File: src/tts_pkg.sv
// Shared types and constants of the tick task scheduler.
// Used by tts_table and tick_task_scheduler_core; depends on nothing.
package tts_pkg;

  localparam int unsigned SLOT_W   = 6;
  localparam int unsigned ROUND_W  = 16;
  localparam int unsigned BUDGET_W = 32;
  localparam int unsigned TASKS_W  = 7;

  localparam logic [1:0] ACT_LOAD   = 2'd0;
  localparam logic [1:0] ACT_START  = 2'd1;
  localparam logic [1:0] ACT_REPORT = 2'd2;

  typedef enum logic {
    ST_IDLE,
    ST_EVAL
  } tts_state_t;

  typedef struct packed {
    logic [1:0]          action;
    logic [SLOT_W-1:0]   slot_select;
    logic [15:0]         interval_rounds;
    logic [15:0]         cost_us;
    logic [BUDGET_W-1:0] budget_us;
    logic [BUDGET_W-1:0] elapsed_us;
  } tts_in_t;

  typedef struct packed {
    logic [SLOT_W-1:0]   slot_index;
    logic                dispatch;
    logic                overrun;
    logic                final_slot;
    logic [BUDGET_W-1:0] budget_left_us;
  } tts_out_t;

  typedef struct packed {
    logic [15:0]        interval;
    logic [15:0]        cost;
    logic [ROUND_W-1:0] last_run;
  } tts_entry_t;

  typedef struct packed {
    logic              rd_en;
    logic [SLOT_W-1:0] rd_addr;
    logic              wr_en;
    logic [SLOT_W-1:0] wr_addr;
    tts_entry_t        wr_data;
  } tts_tbl_req_t;

endpackage

File: src/tick_task_scheduler_core.sv
// Tick task scheduler: a round-start or report beat that evaluates a slot passes
// through ST_EVAL (busy high there, while the registered read of the task table
// returns); a load, an ignored report, a final-slot report or an unused action
// completes without ST_EVAL. Each evaluation result appears on out_data for one cycle
// with out_valid, in the cycle in which busy drops; the receiver cannot stall, so it
// must take every result beat as it comes. There is no clearing pass: the table reads
// as zero after reset. Depends on tts_pkg, tts_table.
module tick_task_scheduler_core #(
  parameter int unsigned NUM_TASKS = 4
) (
  input  logic                           clk,
  input  logic                           rst_n,
  input  logic                           start,
  output logic                           busy,
  input  tts_pkg::tts_in_t               in_data,
  output logic                           out_valid,
  output tts_pkg::tts_out_t              out_data,
  input  logic                           cfg_wr_en,
  input  logic [tts_pkg::TASKS_W-1:0]    cfg_wr_data
);
  import tts_pkg::*;

  localparam logic [TASKS_W-1:0] NT = TASKS_W'(NUM_TASKS);

  tts_state_t          state_r, state_nxt;
  logic [ROUND_W-1:0]  round_r, round_nxt;
  logic                active_r, active_nxt;
  logic [SLOT_W-1:0]   slot_r, slot_nxt;
  logic [BUDGET_W-1:0] budget_r, budget_nxt;
  logic [TASKS_W-1:0]  tasks_r;
  logic                out_valid_r;
  tts_out_t            out_data_r, out_data_nxt;

  tts_tbl_req_t        tbl_req;
  tts_entry_t          ent;

  logic                in_acc;
  logic                do_eval;
  logic [TASKS_W-1:0]  slots_n;
  logic [TASKS_W-1:0]  slot_inc;
  logic                last_slot;
  logic [BUDGET_W-1:0] budget_sub;
  logic [ROUND_W-1:0]  dt;
  logic                due, fits, disp;

  tts_table #(.NUM_TASKS(NUM_TASKS)) u_table (
    .clk      (clk),
    .rst_n    (rst_n),
    .req      (tbl_req),
    .rd_entry (ent)
  );

  assign in_acc = start && (state_r == ST_IDLE);

  // clamp slot count to 1..NUM_TASKS
  always_comb begin
    priority if (tasks_r == '0) begin
      slots_n = TASKS_W'(1);
    end else if (tasks_r > NT) begin
      slots_n = NT;
    end else begin
      slots_n = tasks_r;
    end
  end

  assign slot_inc   = {1'b0, slot_r} + TASKS_W'(1);
  assign last_slot  = slot_inc >= slots_n;
  assign budget_sub = (in_data.elapsed_us >= budget_r) ? '0 : budget_r - in_data.elapsed_us;

  // which accepted beats open an evaluation
  assign do_eval = in_acc && ((in_data.action == ACT_START) ||
                   ((in_data.action == ACT_REPORT) && active_r && !last_slot));

  // evaluation of the slot whose entry just came back
  assign dt   = round_r - ent.last_run;
  assign due  = dt >= ent.interval;
  assign fits = {16'b0, ent.cost} <= budget_r;
  assign disp = due && fits;

  // next state
  always_comb begin
    state_nxt = state_r;
    unique case (state_r)
      ST_IDLE: begin
        if (do_eval) begin
          state_nxt = ST_EVAL;
        end
      end
      ST_EVAL: begin
        state_nxt = ST_IDLE;
      end
      default: begin
        state_nxt = ST_IDLE;
      end
    endcase
  end

  // outputs: handshake and table access
  always_comb begin
    busy            = (state_r == ST_EVAL);
    tbl_req         = '0;
    tbl_req.rd_en   = do_eval;
    tbl_req.rd_addr = slot_nxt;
    if (state_r == ST_EVAL) begin
      // record this round as the last run
      tbl_req.wr_en            = disp;
      tbl_req.wr_addr          = slot_r;
      tbl_req.wr_data          = ent;
      tbl_req.wr_data.last_run = round_r;
    end else if (in_acc && (in_data.action == ACT_LOAD) &&
                 ({1'b0, in_data.slot_select} < NT)) begin
      tbl_req.wr_en            = 1'b1;
      tbl_req.wr_addr          = in_data.slot_select;
      tbl_req.wr_data.interval = in_data.interval_rounds;
      tbl_req.wr_data.cost     = in_data.cost_us;
      tbl_req.wr_data.last_run = '0;
    end
  end

  // datapath next values
  always_comb begin
    round_nxt  = round_r;
    active_nxt = active_r;
    slot_nxt   = slot_r;
    budget_nxt = budget_r;
    if (in_acc) begin
      if (in_data.action == ACT_START) begin
        budget_nxt = in_data.budget_us;
        slot_nxt   = '0;
        active_nxt = 1'b1;
      end else if ((in_data.action == ACT_REPORT) && active_r) begin
        budget_nxt = budget_sub;
        if (last_slot) begin
          round_nxt  = round_r + ROUND_W'(1);
          active_nxt = 1'b0;
          slot_nxt   = '0;
        end else begin
          slot_nxt = slot_inc[SLOT_W-1:0];
        end
      end
    end
    out_data_nxt.slot_index     = slot_r;
    out_data_nxt.dispatch       = disp;
    out_data_nxt.overrun        = {1'b0, dt} >= {ent.interval, 1'b0};
    out_data_nxt.final_slot     = last_slot;
    out_data_nxt.budget_left_us = budget_r;
  end

  always_ff @(posedge clk) begin
    if (!rst_n) begin
      state_r     <= ST_IDLE;
      round_r     <= '0;
      active_r    <= 1'b0;
      slot_r      <= '0;
      budget_r    <= '0;
      tasks_r     <= TASKS_W'(4);
      out_valid_r <= 1'b0;
    end else begin
      state_r     <= state_nxt;
      round_r     <= round_nxt;
      active_r    <= active_nxt;
      slot_r      <= slot_nxt;
      budget_r    <= budget_nxt;
      out_valid_r <= (state_r == ST_EVAL);
      if (cfg_wr_en) begin
        tasks_r <= cfg_wr_data;
      end
    end
  end

  always_ff @(posedge clk) begin
    if (state_r == ST_EVAL) begin
      out_data_r <= out_data_nxt;
    end
  end

  assign out_valid = out_valid_r;
  assign out_data  = out_data_r;

`ifndef SYNTHESIS
  a_result_after_eval: assert property (@(posedge clk) disable iff (!rst_n)
    out_valid_r |-> $past(state_r == ST_EVAL))
    else $error("result beat without a preceding evaluation");

  a_eval_one_cycle: assert property (@(posedge clk) disable iff (!rst_n)
    (state_r == ST_EVAL) |=> (state_r == ST_IDLE))
    else $error("evaluation held longer than one cycle");

  a_slot_in_table: assert property (@(posedge clk) disable iff (!rst_n)
    ({1'b0, slot_r} < NT))
    else $error("current slot beyond the task table");

  a_eval_needs_round: assert property (@(posedge clk) disable iff (!rst_n)
    (state_r == ST_EVAL) |-> active_r)
    else $error("evaluation outside an open round");
`endif

endmodule

File: src/tts_table.sv
// Task table: one synchronous memory of interval, cost and last-run round per slot.
// Per-slot valid bits make unwritten slots read as zero. Depends on tts_pkg.
module tts_table #(
  parameter int unsigned NUM_TASKS = 4
) (
  input  logic                  clk,
  input  logic                  rst_n,
  input  tts_pkg::tts_tbl_req_t req,
  output tts_pkg::tts_entry_t   rd_entry
);
  import tts_pkg::*;

  localparam int unsigned IDX_W = (NUM_TASKS > 1) ? $clog2(NUM_TASKS) : 1;

  tts_entry_t           mem [NUM_TASKS];
  logic [NUM_TASKS-1:0] valid_r;
  tts_entry_t           rd_data_r;
  logic                 rd_vld_r;

  always_ff @(posedge clk) begin
    if (req.wr_en) begin
      mem[req.wr_addr[IDX_W-1:0]] <= req.wr_data;
    end
    if (req.rd_en) begin
      rd_data_r <= mem[req.rd_addr[IDX_W-1:0]];
    end
  end

  always_ff @(posedge clk) begin
    if (!rst_n) begin
      valid_r  <= '0;
      rd_vld_r <= 1'b0;
    end else begin
      if (req.wr_en) begin
        valid_r[req.wr_addr[IDX_W-1:0]] <= 1'b1;
      end
      if (req.rd_en) begin
        rd_vld_r <= valid_r[req.rd_addr[IDX_W-1:0]];
      end
    end
  end

  // never-written slot reads as zero
  assign rd_entry = rd_vld_r ? rd_data_r : '0;

endmodule
File: config.mk
export PLATFORM = sky130hd
export DESIGN_NAME = tick_task_scheduler_core
export DESIGN_NICKNAME = d
export VERILOG_FILES = /design/src/tts_pkg.sv /design/src/tick_task_scheduler_core.sv /design/src/tts_table.sv
export SDC_FILE = /design/constraint.sdc
export NUM_CORES = 1
export LEC_CHECK = 0
export ABC_AREA = 1
export BUFFER_PORTS_ARGS = -buffer_cell sky130_fd_sc_hd__buf_2
export CORE_MARGIN = 4
export CORE_UTILIZATION = 41
export CTS_BUF_LIST = sky130_fd_sc_hd__clkbuf_4 sky130_fd_sc_hd__clkbuf_8 sky130_fd_sc_hd__clkbuf_16
export CTS_CLUSTER_DIAMETER = 100
export CTS_CLUSTER_SIZE = 24
export DETAILED_ROUTE_END_ITERATION = 8
export SKIP_CTS_REPAIR_TIMING = 1
export SLEW_MARGIN = 20
export SYNTH_ARGS = -nofsm -noshare
export SYNTH_HDL_FRONTEND = slang
export SYNTH_SLANG_ARGS = --single-unit
export TNS_END_PERCENT = 10
File: constraint.sdc
create_clock -name clk -period 4.92 [get_ports clk]
set_input_delay 0.984 -clock clk [delete_from_list [all_inputs] [get_ports clk]]
set_output_delay 0.984 -clock clk [all_outputs]
set_load 0.05 [all_outputs]
## After elaboration in Yosys (flattened, before gate mapping)

Memory sizes are Yosys's and may differ from the RTL's. A register that Yosys moved wholly into a read port is not among the register bits.
Index checks and enable logic that the tools add are counted.

| cells by class | value |
|---|---|
| eq/ne operators | 2 |
| reduce and logical (&&, ||, !) cells | 17 |
| add/sub/neg operators | 4 |
| order comparisons | 10 |
| multiplexer cells | 23 |
| bitwise logic cells | 3 |

Operators with widths:

| kind | number |
|---|---|
| 55-bit two-way mux | 2 |
| 32-bit two-way mux | 3 |
| 48-bit two-way mux | 1 |
| 32-bit >= comparator | 1 |
| 16-bit by 32-bit <= comparator with 1-bit output | 1 |
| 32-bit subtractor | 1 |
| 6-bit two-way mux | 3 |
| 16-bit by 17-bit >= comparator with 1-bit output | 1 |
| 16-bit by 1-bit adder with 16-bit output (second input constant) | 1 |
| 16-bit >= comparator | 1 |
| 16-bit subtractor | 1 |
| 7-bit two-way mux | 2 |
| 1-bit logical AND | 8 |
| 1-bit two-way mux | 8 |
| 6-bit by 1-bit adder with 7-bit output (second input constant) | 1 |
| 7-bit >= comparator | 1 |
| 7-bit by 3-bit greater-than comparator with 1-bit output (second input constant) | 1 |
| 7-bit zero test | 1 |
| 2-bit by 3-bit < comparator with 1-bit output (second input constant) | 2 |
| 6-bit by 3-bit < comparator with 1-bit output (second input constant) | 1 |
| 4-bit OR | 1 |
| 4-bit AND reduction | 1 |
| 2-bit nonzero test | 2 |
| 3-bit AND reduction | 1 |
| 12 further kinds | 13 |

| word-level totals | value |
|---|---|
| output and inout bits | 43 |
| bits in registers | 110 |
| memories kept | 1 |
| bits of input ports | 115 |
| word-level logic and storage cells | 75 |
| RAM bits | 192 |

Memory list:

| memory | depth | bits a word | rd ports | clocked after memory_dff | write ports | line | RTL |
|---|---|---|---|---|---|---|---|
| u_table.mem | 4 | 48 | 1 | 1 | 1 | tts_table.sv:15 | `tts_entry_t mem [NUM_TASKS];` |

## Depth between registers and ports, before layout

| depth | value |
|---|---|
| depth in word-level cells | 11 |
| mapped depth | 24 |
| mapped depth without buffers | 22 |

## Modules after synthesis

A second synthesis with hierarchy kept.

| unflattened totals | value |
|---|---|
| cells, all modules | 2131 |
| area total of the unflattened synthesis | 18901.9 um^2 |

By module, submodules not included:

| module | area an instance (um^2) | instances | cells each | seq. area each (um^2) |
|---|---|---|---|---|
| tick_task_scheduler_core | 9745.6 | 1 | 1486 | 2512.4 |
| tts_table | 9156.3 | 1 | 645 | 7307.0 |

## Least setup slack after synthesis

Ideal clock, no wire load.

| timing path | value |
|---|---|
| path kind | reg-to-reg |
| start point | register u_table.rd_vld_r |
| end point | memory u_table.mem[0][0] (netlist name), enable pin |
| stages on the path, launching flop included | 22 |
| data arrival time | 4.139 ns |
| data required time | 4.518 ns |
| path slack | 0.379 ns |
| clock period less this slack | 4.541 ns |
| library setup time | 0.402 ns |
| cell sequence | dfxtp_1 -> clkbuf_1 -> buf_1 -> nand2_1 -> inv_1 -> ha_1 -> inv_1 -> fa_1 -> nand3_1 -> nand4_1 -> nand3_1 -> o21ai_0 -> xor2_1 -> ha_1 -> nand2_1 -> nor3_1 -> nand3_1 -> nand3_1 -> nand3_1 -> nand2_1 -> nand2_1 -> inv_1 |

| between the ends | value |
|---|---|
| word-level cells in the longest chain between the ends | 7 |
| elaborated cells between the ends (all ways) | 8 |
| those cells by class | 1 x add/sub; 2 x order compare; 4 x mux; 1 x reduce/logical |

RTL lines:

| what | line | RTL |
|---|---|---|
| start: declaration | tts_table.sv:18 | `logic rd_vld_r;` |
| start signal: assignment | tts_table.sv:38 | `rd_vld_r <= valid_r[req.rd_addr[IDX_W-1:0]];` |
| 48-bit two-way mux (*) | tts_table.sv:44 | `assign rd_entry = rd_vld_r ? rd_data_r : '0;` |
| 16-bit subtractor | tick_task_scheduler_core.sv:75 | `assign dt = round_r - ent.last_run;` |
| 16-bit >= comparator | tick_task_scheduler_core.sv:76 | `assign due = dt >= ent.interval;` |
| 1-bit logical AND (*) | tick_task_scheduler_core.sv:78 | `assign disp = due && fits;` |
| 55-bit two-way mux (*) | tick_task_scheduler_core.sv:104 | `if (state_r == ST_EVAL) begin` |
| 1-bit two-way mux (*) | tts_table.sv:21 | `if (req.wr_en) begin` |
| 1-bit two-way mux (not written as such) (*) | tts_table.sv:22 | `mem[req.wr_addr[IDX_W-1:0]] <= req.wr_data;` |
| end: declaration | tts_table.sv:15 |  |

Every way passes the cells marked *; elsewhere a longest branch is shown, timed or not.

## Worst setup path after layout

| timing path | value |
|---|---|
| start point | register u_table.rd_vld_r |
| end point | memory u_table.mem[2][43] (netlist name), enable pin |

The elaborated chain is that of the path after synthesis.

==> results.txt <==
----------------------------------------------------
[Placed design]
  Cell total after placement ... 2654
  Cell area after placement ... 19700 sq um
  Input/output buffers ... 157
  Post-detail-place hpwl ... 34500 um
  Placer congestion estimate ... 0.921

[Min path]
  Worst hold-check path type ... reg2reg
  Worst hold start ... u_table.valid_r[1]$_SDFFE_PN0P_
  Hold path cells ... 2

[Setup path]
  Critical path buffers and inverters ... 2
  Cell-by-cell trace of the critical path ... nand2_1, ha_1, a21oi_1, o21ai_0, nand2_1, nand4_1, nand3_1, o21ai_0, xor2_1, ha_1, nand2_1, nor3_1, nand3_1, nand3_1, nand3_1, nand2_1, nand2_1, inv_2, buf_12
  Slowest cell on crit path ... dfxtp_2
  Most common cell type on the critical path ... nand2_1
  Number of stages on the worst setup path ... 19
  Category of the worst setup path capture point ... flop
  Launch instance of the worst register-to-register path ... u_table.rd_vld_r$_SDFFE_PN0P_
  Critical Path Source ... u_table.rd_vld_r$_SDFFE_PN0P_
  Logic depth of the worst register-to-register path ... 19
  Crit Path Class ... reg2reg
  Top cell family by delay on the critical path ... simple AND/OR/NAND/NOR gates
  Longest individual stage delay on the worst path ... 580 ps
  Critical path data arrival time ... 4320 ps
  Top fanout value on the critical path ... 48
  Sort of element at the start of the critical path ... flop
  Required time worst endpoint ... 5160 ps

[Power]
  Worst IR drop on VDD ... 239 uV
  Pwr Density ... 294 nW/um^2
  P_leak ... 8.27 nW
  Design Power ... 5.98 mW

[Route]
  Number of DRC violations after detailed-routing iteration 0 ... 1144
  Routed WL per cell ... 18.2 um
  Post-detailed-route count of antenna-violating nets ... 0
  Post-route DRC violation count ... 0
  Detailed Routing Iterations Pass 1 ... 5
  Detailed Route WL ... 49000 um
  Routed via count divided by cell count ... 5.23
  Via count ... 14.1k

[Logic synthesis]
  Post-synthesis instance total ... 1954
  Post-synthesis sequential element count ... 350
  Cell area after synthesis ... 18200 sq um
  Total of warnings raised by yosys ... 0
  Cell variety after synth ... 46
  Sequential element share of the synthesized area ... 0.539
  Number of flops mapped to enable cells by yosys ... 281
  Asr flop ratio synth ... 0
  Mean Syn Cell Area ... 9.33 sq um
  Prevailing post-synth register cell ... edfxtp_1

[CTS]
  Root buffer cell ... clkbuf_16
  Clock network latency to the later pin of the worst-skew pair ... 570 ps
  Clock transition time at the flip-flop clock pins of the worst setup and hold paths ... 100 ps
  Number of clock sinks seen by CTS ... 350
  TritonCTS Buffers ... 20
  Clock tree from TritonCTS ... yes
  H-tree level count ... 1
  Buffers from clock root to sink, at most ... 3

[Timing]
  RSZ-0062 raised after global routing ... no
  Hold Violations, Final ... 0
  Top achievable clock speed ... 0.245 GHz
  Final count of negative-setup-slack endpoints ... 0
  Worst slew pin tran ... 1020 ps
  Final clock period utilization by the worst path ... 0.829
  Clock period minus final worst setup slack ... 4080 ps
  Sum of negative setup slack ... 0 ps
  Final number of max-transition violations ... 0
  Slew headroom ... 0.321
  Skew final ... 35.6 ps

[Global route]
  Antenna violations before repair ... 0
  Overall fraction of global-route tracks in use ... 0.200
  Wire length of the first global-routing pass ... 76200 um
  Overall overflow remaining after global route ... 0
  Via count of the first global-routing pass ... 13.5k
  Maximum number of pins on one net before global-route repair ... 61

[Final layout]
  Leading cell types in the layout, fill and taps excluded ... 398 x nand2_1, 281 x edfxtp_1, 213 x inv_1
  Layout Nets ... 2312
  Final core occ ... 0.467
  Leading cell type in the layout, fill and taps excluded ... nand2_1
  Share of layout cells above drive strength 1 ... 0.145
  Diodes inserted ... 0
  Area added between synthesis and finish ... 11.5%
  Final instance area ... 20300 sq um
  Final cell count without fillers ... 2690

[Outcome]
  Result of the run ... finished, final reports clean

[Die]
  Y dimension of the die ... 219 um
  Initial Utilization ... 0.419
  Die Outline Area ... 47900 sq um
  Core ar. ... 43600 sq um
  Horizontal die dimension ... 219 um
  Row cnt ... 76
  I/O pin count ... 158

[Run]
  Number of violations of the max-capacitance limit ... 0

----------------------------------------------------
flip-flops by register name, summed over array words and instances (netlist names), 4 cells and up:
name and cells:
budget_r 32, out_data 41, round_r 16, slot_r 6
tasks_r 7, u_table.mem 192, u_table.rd_data_r 48, u_table.valid_r 4
synth_stat cells (all sizes together) (5+ instances only):
library cell,n,share of area
nor4,7,0.0024
dfxtp,69,0.076
o211ai,48,0.020
or2,52,0.018
nor3,17,0.0049
clkbuf,42,0.0086
edfxtp,281,0.46
nand3,58,0.017
a21o,6,0.0025
buf,21,0.0081
nand3b,6,0.0025
o21ai,205,0.056
a21oi,158,0.045
ha,104,0.071
nand2,409,0.085
xnor2,5,0.0024
xor2,31,0.015
o21bai,7,0.0029
nand4,30,0.010
nor2,151,0.032
o21a,5,0.0021
inv,224,0.046
cells by family (layout without fill, tap and decap cells):
logic type                 Yosys count  in the layout  synth area share
and+or+nand+nor                    734            734             0.175
AOI/OAI and AO/OA                  437            437             0.132
DFF                                350            350             0.539
buffers and inverters              290            438            0.0635
adders and majority gates          106            106            0.0736
xor gates and xnor gates            36             36            0.0173
other                                1              4          0.000206
final cells by class:
cell class | count | area [sq um]
timing repair buffer | 175 | 971
clock inverter | 6 | 95.1
sequential | 350 | 9820
multi-input combinational | 1317 | 7270
tap | 585 | 732
fill | 4170 | 23200
inverter | 227 | 852
clock buffer | 30 | 582
stage by stage:
stage	hold WS, ps	worst slack [ps]
after floorplan	429	379
after global placement	446	891
after detailed placement	443	865
after CTS	457	855
after global routing	494	424
final	458	843
worst register-to-register path, delay by kind of cell (launching register included):
| family | cells | cell delay, ps |
|---|---|---|
| and+or+nand+nor | 11 | 1390 |
| DFF | 1 | 580 |
| buffers and inverters | 2 | 390 |
| adders and majority gates | 2 | 690 |
| xor gates and xnor gates | 1 | 130 |
| AOI/OAI and AO/OA | 3 | 550 |
power breakdown:
part | total, mW | leakage [nW] | switching [mW] | internal, mW
Sequential | 3.27 | 3.04 | 0.0384 | 3.23
Clock | 1.91 | 0.339 | 1.04 | 0.870
Combinational | 0.796 | 4.89 | 0.519 | 0.278
layer usage:
layer | up-vias | global-route usage | wire length [um]
li1 | 6961 | - | -
met1 | 6675 | 0.302 | 23800
met2 | 393 | 0.317 | 21600
met3 | 46 | 0.0230 | 2780
met4 | 0 | 0.0348 | 849
met5 | - | 0 | 0
worst paths after layout:
kind                                     endpoint  slack (ps)
hold / removal    u_table.valid_r[1]$_SDFFE_PN0P_         460
setup reg to reg     u_table.mem[2][43]$_DFFE_PP_         840
hold reg to reg   u_table.valid_r[1]$_SDFFE_PN0P_         460
setup / recovery     u_table.mem[2][43]$_DFFE_PP_         840
No activity file was read; power rests on OpenSTA's default activity.
